File: src/rtl/ipdvc_pkg.sv
// ----------------------------------------------------------------------------
// ipdvc_pkg
// shared types, register indexes and the saturation helper of the controller
// ----------------------------------------------------------------------------
package ipdvc_pkg;

  localparam int DataW = 16;
  localparam int AccW  = 32;
  localparam int WideW = 35;
  localparam int IdxW  = 3;

  // configuration register indexes
  localparam logic [IdxW-1:0] RegKp          = 3'd0;
  localparam logic [IdxW-1:0] RegKiTs        = 3'd1;
  localparam logic [IdxW-1:0] RegOutputLimit = 3'd2;
  localparam logic [IdxW-1:0] RegAutoWindup  = 3'd3;
  localparam logic [IdxW-1:0] RegUseBackward = 3'd4;

  localparam logic signed [WideW-1:0] AccMax = 35'sd2147483647;
  localparam logic signed [WideW-1:0] AccMin = -35'sd2147483648;

  typedef struct packed {
    logic signed [15:0] kp;
    logic [15:0]        ki_ts;
    logic [14:0]        output_limit;
    logic               auto_windup;
    logic               use_backward;
  } cfg_t;

  // rounded terms of one sample, ready for the accumulator update
  typedef struct packed {
    logic signed [24:0] p_term;
    logic signed [16:0] i_term;
    logic signed [16:0] dff;
    logic signed [15:0] error;
    logic               ext_windup;
  } prod_t;

  function automatic logic signed [AccW-1:0] sat_acc(input logic signed [WideW-1:0] v);
    logic signed [AccW-1:0] r;
    if (v > AccMax) begin
      r = AccMax[AccW-1:0];
    end else if (v < AccMin) begin
      r = AccMin[AccW-1:0];
    end else begin
      r = v[AccW-1:0];
    end
    return r;
  endfunction

endpackage

File: src/rtl/ipdvc_prep.sv
// ----------------------------------------------------------------------------
// ipdvc_prep
// input register, gain products with rounding and sample differences
// ----------------------------------------------------------------------------
module ipdvc_prep (
  input  logic                clk,
  input  logic                rst,
  input  logic                load,
  input  logic                adv,
  input  logic [47:0]         in_data,
  input  logic                in_ext,
  input  ipdvc_pkg::cfg_t     cfg,
  output ipdvc_pkg::prod_t    prod
);

  logic signed [15:0] error;
  logic signed [15:0] measured;
  logic signed [15:0] feedforward;
  logic               ext_windup;
  logic signed [15:0] previous_measured;
  logic signed [15:0] previous_feedforward;

  logic signed [16:0] dmeas;
  logic signed [16:0] dff;
  logic signed [32:0] kp_ext;
  logic signed [32:0] dmeas_ext;
  logic signed [32:0] p_prod;
  logic signed [32:0] p_round;
  logic signed [32:0] ki_ext;
  logic signed [32:0] err_ext;
  logic signed [32:0] i_prod;
  logic signed [32:0] i_round;

  always_ff @(posedge clk) begin
    if (load) begin
      error       <= in_data[15:0];
      measured    <= in_data[31:16];
      feedforward <= in_data[47:32];
      ext_windup  <= in_ext;
    end
  end

  always_ff @(posedge clk) begin
    if (rst) begin
      previous_measured    <= '0;
      previous_feedforward <= '0;
    end else if (adv) begin
      previous_measured    <= measured;
      previous_feedforward <= feedforward;
    end
  end

  assign dmeas = 17'(measured) - 17'(previous_measured);
  assign dff   = 17'(feedforward) - 17'(previous_feedforward);

  // kp * dmeas rounded half up to whole units, q8.8 gain
  assign kp_ext    = 33'(cfg.kp);
  assign dmeas_ext = 33'(dmeas);
  assign p_prod    = kp_ext * dmeas_ext;
  assign p_round   = p_prod + 33'sd128;

  // ki_ts * error rounded half up, q0.16 gain
  assign ki_ext  = $signed({17'b0, cfg.ki_ts});
  assign err_ext = 33'(error);
  assign i_prod  = ki_ext * err_ext;
  assign i_round = i_prod + 33'sd32768;

  always_ff @(posedge clk) begin
    if (adv) begin
      prod.p_term     <= p_round[32:8];
      prod.i_term     <= i_round[32:16];
      prod.dff        <= dff;
      prod.error      <= error;
      prod.ext_windup <= ext_windup;
    end
  end

endmodule

File: src/rtl/ipdvc_core.sv
// ----------------------------------------------------------------------------
// ipdvc_core
// windup test, accumulator update, output clamp and result register
// ----------------------------------------------------------------------------
module ipdvc_core (
  input  logic                clk,
  input  logic                rst,
  input  logic                adv,
  input  ipdvc_pkg::cfg_t     cfg,
  input  ipdvc_pkg::prod_t    prod,
  output logic [15:0]         drive,
  output logic                windup_active
);

  logic signed [31:0] accumulator;
  logic signed [15:0] last_output;
  logic signed [15:0] tracked_output;
  logic signed [31:0] last_integral_step;

  logic signed [31:0] accumulator_next;
  logic signed [15:0] tracked_output_next;
  logic signed [31:0] last_integral_step_next;
  logic signed [15:0] drive_next;
  logic               windup;

  logic signed [34:0] d_val;
  logic signed [34:0] t_wide;
  logic signed [31:0] acc1;
  logic signed [31:0] acc2;
  logic signed [31:0] acc3;
  logic signed [31:0] lim;
  logic               err_match;

  always_comb begin
    // error and last output both nonzero with the same sign
    err_match = ((prod.error > 0) && (last_output > 0)) ||
                ((prod.error < 0) && (last_output < 0));
    if (cfg.auto_windup) begin
      tracked_output_next = last_output;
      windup = (accumulator != 32'(last_output)) && err_match;
    end else begin
      tracked_output_next = tracked_output;
      windup = prod.ext_windup && err_match;
    end

    // backward recalculation of the last integral step
    t_wide = 35'(tracked_output_next);
    d_val  = t_wide - 35'(accumulator) + 35'(last_integral_step);
    acc1   = accumulator;
    if ((last_integral_step != 0) && windup && cfg.use_backward) begin
      if ((d_val == 0) || (t_wide == 0) || ((d_val > 0) && (t_wide > 0)) ||
          ((d_val < 0) && (t_wide < 0))) begin
        // d and tracked output agree in sign: hold at the tracked output
        acc1 = 32'(tracked_output_next);
      end else begin
        acc1 = accumulator;
      end
      if ((d_val == 0) || (t_wide == 0) || ((d_val > 0) && (t_wide < 0)) ||
          ((d_val < 0) && (t_wide > 0))) begin
        acc1 = ipdvc_pkg::sat_acc(35'(accumulator) - 35'(last_integral_step));
      end
    end

    acc2 = ipdvc_pkg::sat_acc(35'(acc1) - 35'(prod.p_term));

    if (!windup) begin
      last_integral_step_next = 32'(prod.i_term);
      acc3 = ipdvc_pkg::sat_acc(35'(acc2) + 35'(prod.i_term));
    end else begin
      last_integral_step_next = '0;
      acc3 = acc2;
    end

    accumulator_next = ipdvc_pkg::sat_acc(35'(acc3) + 35'(prod.dff));

    lim = $signed({17'b0, cfg.output_limit});
    if (cfg.auto_windup) begin
      if (accumulator_next > lim) begin
        drive_next = $signed({1'b0, cfg.output_limit});
      end else if (accumulator_next < -lim) begin
        drive_next = -$signed({1'b0, cfg.output_limit});
      end else begin
        drive_next = accumulator_next[15:0];
      end
    end else begin
      if (accumulator_next > 32'sd32767) begin
        drive_next = 16'sh7FFF;
      end else if (accumulator_next < -32'sd32768) begin
        drive_next = 16'sh8000;
      end else begin
        drive_next = accumulator_next[15:0];
      end
    end
  end

  always_ff @(posedge clk) begin
    if (rst) begin
      accumulator        <= '0;
      last_output        <= '0;
      tracked_output     <= '0;
      last_integral_step <= '0;
    end else if (adv) begin
      accumulator        <= accumulator_next;
      last_output        <= drive_next;
      tracked_output     <= tracked_output_next;
      last_integral_step <= last_integral_step_next;
    end
  end

  always_ff @(posedge clk) begin
    if (adv) begin
      drive         <= drive_next;
      windup_active <= windup;
    end
  end

endmodule

File: src/rtl/ipd_velocity_controller_ff.sv
// ----------------------------------------------------------------------------
// ipd_velocity_controller_ff
// incremental i-pd controller with feedforward and anti-windup
// ----------------------------------------------------------------------------
// Each input transfer carries one control sample and yields exactly one output
// transfer, once it has passed stage one, stage two and the result register. The
// block takes one sample per clock while the output side is not stalled: stage
// one registers the sample, stage two holds the rounded kp and ki_ts products
// with the sample differences, and the accumulator update (windup test, backward
// recalculation, proportional, integral and feedforward terms, each saturated to
// 32 bits) completes in one pass and loads the result register. That one-pass
// update loop on the accumulator sets the throughput of one sample per clock.
// Each stage moves on whenever the stage after it is empty or draining, so input
// transfers are still taken while a result waits on the output side, until both
// stages are full. Configuration writes go straight to the registers and must
// only be issued while no sample is in flight.
module ipd_velocity_controller_ff (
  input  logic        clk,
  input  logic        rst,
  // input stream
  input  logic        s_tvalid,
  output logic        s_tready,
  input  logic [47:0] s_tdata,    // error [15:0], measured [31:16], feedforward [47:32]
  input  logic        s_tuser,    // ext_windup
  // output stream
  output logic        m_tvalid,
  input  logic        m_tready,
  output logic [15:0] m_tdata,    // drive [15:0]
  output logic        m_tuser,    // windup_active
  // configuration write port
  input  logic        cfg_we,
  input  logic [2:0]  cfg_index,
  input  logic [15:0] cfg_data
);

  ipdvc_pkg::cfg_t  cfg;
  ipdvc_pkg::prod_t prod;

  logic a_valid;
  logic b_valid;
  logic out_free;
  logic b_adv;
  logic b_free;
  logic a_adv;
  logic load;

  // configuration registers, writes to unused indexes are dropped
  always_ff @(posedge clk) begin
    if (rst) begin
      cfg.kp           <= '0;
      cfg.ki_ts        <= '0;
      cfg.output_limit <= 15'h7FFF;
      cfg.auto_windup  <= 1'b1;
      cfg.use_backward <= 1'b0;
    end else if (cfg_we) begin
      unique case (cfg_index)
        ipdvc_pkg::RegKp:          cfg.kp           <= cfg_data;
        ipdvc_pkg::RegKiTs:        cfg.ki_ts        <= cfg_data;
        ipdvc_pkg::RegOutputLimit: cfg.output_limit <= cfg_data[14:0];
        ipdvc_pkg::RegAutoWindup:  cfg.auto_windup  <= cfg_data[0];
        ipdvc_pkg::RegUseBackward: cfg.use_backward <= cfg_data[0];
        default: ;
      endcase
    end
  end

  // stage flow: each stage advances when the one after it can take the item
  assign out_free = !m_tvalid || m_tready;
  assign b_adv    = b_valid && out_free;
  assign b_free   = !b_valid || out_free;
  assign a_adv    = a_valid && b_free;
  assign s_tready = !a_valid || b_free;
  assign load     = s_tvalid && s_tready;

  always_ff @(posedge clk) begin
    if (rst) begin
      a_valid  <= 1'b0;
      b_valid  <= 1'b0;
      m_tvalid <= 1'b0;
    end else begin
      if (s_tready) begin
        a_valid <= s_tvalid;
      end
      if (b_free) begin
        b_valid <= a_valid;
      end
      if (out_free) begin
        m_tvalid <= b_valid;
      end
    end
  end

  // products and differences of the sample in stage one
  ipdvc_prep u_prep (
    .clk     (clk),
    .rst     (rst),
    .load    (load),
    .adv     (a_adv),
    .in_data (s_tdata),
    .in_ext  (s_tuser),
    .cfg     (cfg),
    .prod    (prod)
  );

  // accumulator state and result register
  ipdvc_core u_core (
    .clk           (clk),
    .rst           (rst),
    .adv           (b_adv),
    .cfg           (cfg),
    .prod          (prod),
    .drive         (m_tdata),
    .windup_active (m_tuser)
  );

endmodule

File: config.mk
export PLATFORM = sky130hd
export DESIGN_NAME = ipd_velocity_controller_ff
export DESIGN_NICKNAME = d
export VERILOG_FILES = /design/src/rtl/ipdvc_pkg.sv /design/src/rtl/ipdvc_prep.sv /design/src/rtl/ipdvc_core.sv /design/src/rtl/ipd_velocity_controller_ff.sv
export SDC_FILE = /design/constraint.sdc
export NUM_CORES = 2
export LEC_CHECK = 0
export BUFFER_PORTS_ARGS = -buffer_cell sky130_fd_sc_hd__buf_2
export CORE_UTILIZATION = 35
export DETAILED_ROUTE_END_ITERATION = 10
export SYNTH_ARGS = -nofsm -noshare
export SYNTH_HDL_FRONTEND = slang
export SYNTH_SLANG_ARGS = --single-unit
File: constraint.sdc
create_clock -name clk -period 58.8 [get_ports clk]
set_input_delay 5.88 -clock clk [delete_from_list [all_inputs] [get_ports clk]]
set_output_delay 5.88 -clock clk [all_outputs]
set_load 0.005 [all_outputs]
==> results.yml <==
worst_setup_path:
  worstPathRequired_ns: 59.20
  slowest_delay_ns: 0.89
  path_common_cell: "buf_4"
  cp_max_fo: 29
  cp_slowest_cell: "nor2_1"
  cp-end-kind: "register"
  critical_path_buf_inv_count: 8
  crit_family: "compound AO/OA/AOI/OAI gates"
  worstSetupPathType: "register to register"
  arrival_ns: 22.62
  critPathLaunchType: "register"
synth:
  synthArstFlopShare: 0
  syn_inst: 5145
  yosysUniqueCellTypes: 82
  avgSynthCellArea_um2: 8.497
  syn_nets: 6168
  synth-seq-cells: 307
  yosys_warnings: 0
  syn_area_um2: 43720
  synth-edff-count: 142
  synth-seq-area-share: 0.1731
  synthFlopType: "dfxtp_1"
drt:
  avgViaCountPerCell: 5.377
  antenna_left: 0
  via_count: 36480
  totalWireLength_mm: 135.5
  firstDrtPassIters: 9
  wl_per_cell_um: 19.97
  drc: 8
  drtIter0Drc: 2737
clock_network:
  cts_resized: 0
  htreeDepth: 2
  root_buffer: "clkbuf_16"
  cts.sinks: 307
  post-cts-setup-buffers: 0
  tritoncts: "built"
  cts_made_buffers: 41
  ctsHoldBuffers: 0
  clockBufferDepth: 3
  clock_latency_ns: 0.63
  clk_pin_slew_ns: 0.06
outcome:
  status: "finished, violations left"
  failed_checks: "DRC"
timing:
  rsz0062_at_grt: "no"
  worst_slew_pin_slew_ns: 1.204
  slew_headroom: 0.1961
  fmax_mhz: 44.99
  report.final.slew_viol_count: 0
  tns_ns: 0
  period_needed_ns: 22.22
  hold_viol: 0
  fin_skew_ns: 0.02620
  setup_viol: 0
  min_period_over_period: 0.3780
layout:
  final_cell_count_no_fill: 6785
  nets: 6136
  fillers: 12630
  area_growth_pct: 8.151
  ff_latch_area_um2: 7567
  multi_input_area_um2: 32570
  drive_above_1_share: 0.05188
min_path:
  hold_path.class: "register to register"
placement:
  port_buffers: 91
  place_congestion: 0.9588
  hpwl_mm: 106.6
  dp.cells: 6707
die:
  die_x_um: 355.4
  core_um2: 123800
  rows: 129
  initial_utilization: 0.3531
  die-area_um2: 126300
  fp.dieH_um: 355.4
  ios: 92
run:
  drv_cap: 0
global_route:
  grtUsageTotal: 0.2152
  antenna_found_initial: 5
  overflow: 0
  grt_pass1_wl_mm: 212.3
  grt_pass1_vias: 36890
  grt_max_degree: 96
pwr:
  peakVddDrop_uv: 66.99
  p_leak_nw: 21.55
  power.total_mw: 2.823
  power_density_nw_per_um2: 59.70
[cell type report]
cell class / instances / share of cell area
inverters: 757 / 0.06018
diodes: 2 / 0.0001059
well taps: 1637 / 0.04332
flip-flops and latches: 307 / 0.1601
repair buffers: 146 / 0.01850
clock inverters: 23 / 0.005531
clock buffers: 53 / 0.02350
multi-input cells: 3860 / 0.6888
[metal layers]
layer,up-vias,GRT usage,part of all wire
met2,1013,0.3536,0.46
met1,18030,0.2962,0.45
li1,17240,-,-
met3,202,0.02410,0.055
met5,-,0,0.000052
met4,2,0.06353,0.029
[synthesized netlist by cell type, drive strengths merged (29+ instances only)]
cell type / instances / area share
inv: 756 / 0.065
nand2: 652 / 0.056
fa: 507 / 0.23
ha: 443 / 0.13
a21oi: 330 / 0.038
nor2: 283 / 0.024
clkbuf: 206 / 0.018
and2: 204 / 0.029
dfxtp: 165 / 0.076
edfxtp: 142 / 0.098
o21ai: 133 / 0.015
nand3: 123 / 0.014
xnor2: 119 / 0.024
a21o: 93 / 0.016
nor3: 80 / 0.0092
xor2: 69 / 0.014
nor2b: 60 / 0.0086
a211oi: 58 / 0.010
nand2b: 56 / 0.0080
nand4: 44 / 0.0063
nor4: 42 / 0.0060
o21a: 40 / 0.0069
and3: 33 / 0.0047
o221ai: 32 / 0.0064
o21bai: 29 / 0.0050
[through the flow]
| stage | hold WS, ns | area, um^2 | utilization | setup slack [ns] |
|---|---|---|---|---|
| floorplan | 0.4003 | 43720 | - | 38.45 |
| global placement | 0.4070 | 45900 | 0.3708 | 37.62 |
| detailed placement | 0.4105 | 45900 | 0.3708 | 37.08 |
| CTS | 0.4267 | 47280 | 0.3819 | 37.02 |
| global route | 0.4345 | 47280 | 0.3819 | 34.95 |
| finish | 0.4207 | 47280 | 0.3819 | 36.58 |
[report_power, final]
group	switching, mW	total (mW)	internal, mW
logic	1.47	2.26	0.790
registers	0.0455	0.306	0.261
clock network	0.112	0.261	0.149
total	1.62	2.82	1.20
[cell usage in the layout (no fill, tap or decap), types with 90 or more instances in the layout]
master	n
and2_1	202
a21o_1	93
nor2_1	280
edfxtp_1	142
xnor2_1	114
dfxtp_1	165
a21oi_1	330
fa_1	507
buf_2	90
inv_1	755
nand3_1	123
ha_1	443
nand2_1	652
o21ai_0	130
[flip-flops by register name, indices dropped and copies added (netlist names), 17 cells and up]
signal	cells
u_prep.prod	76
u_core.accumulator	32
u_core.last_integral_step	17
cfg	49
[kinds of logic after synthesis]
family / Yosys count / synth area share
DFF: 307 / 0.1731
xor gates and xnor gates: 188 / 0.03766
and+or+nand+nor: 1677 / 0.1830
buffers and inverters: 978 / 0.08423
muxes: 31 / 0.007212
AOI/OAI and AO/OA: 996 / 0.1517
adders and majority gates: 968 / 0.3631
[worst paths after layout]
kind,from,to,slack [ns],cells after the start
setup / recovery,cfg[1]$_SDFFE_PP1P_,u_core.drive[11]$_DFFE_PP_,36.58,68
setup reg to reg,cfg[1]$_SDFFE_PP1P_,u_core.drive[11]$_DFFE_PP_,36.58,68
hold / removal,u_prep.ext_windup$_DFFE_PP_,u_prep.prod[0]$_DFFE_PP_,0.42,0
hold reg to reg,u_prep.ext_windup$_DFFE_PP_,u_prep.prod[0]$_DFFE_PP_,0.42,0
No activity file was read; power rests on OpenSTA's default activity.
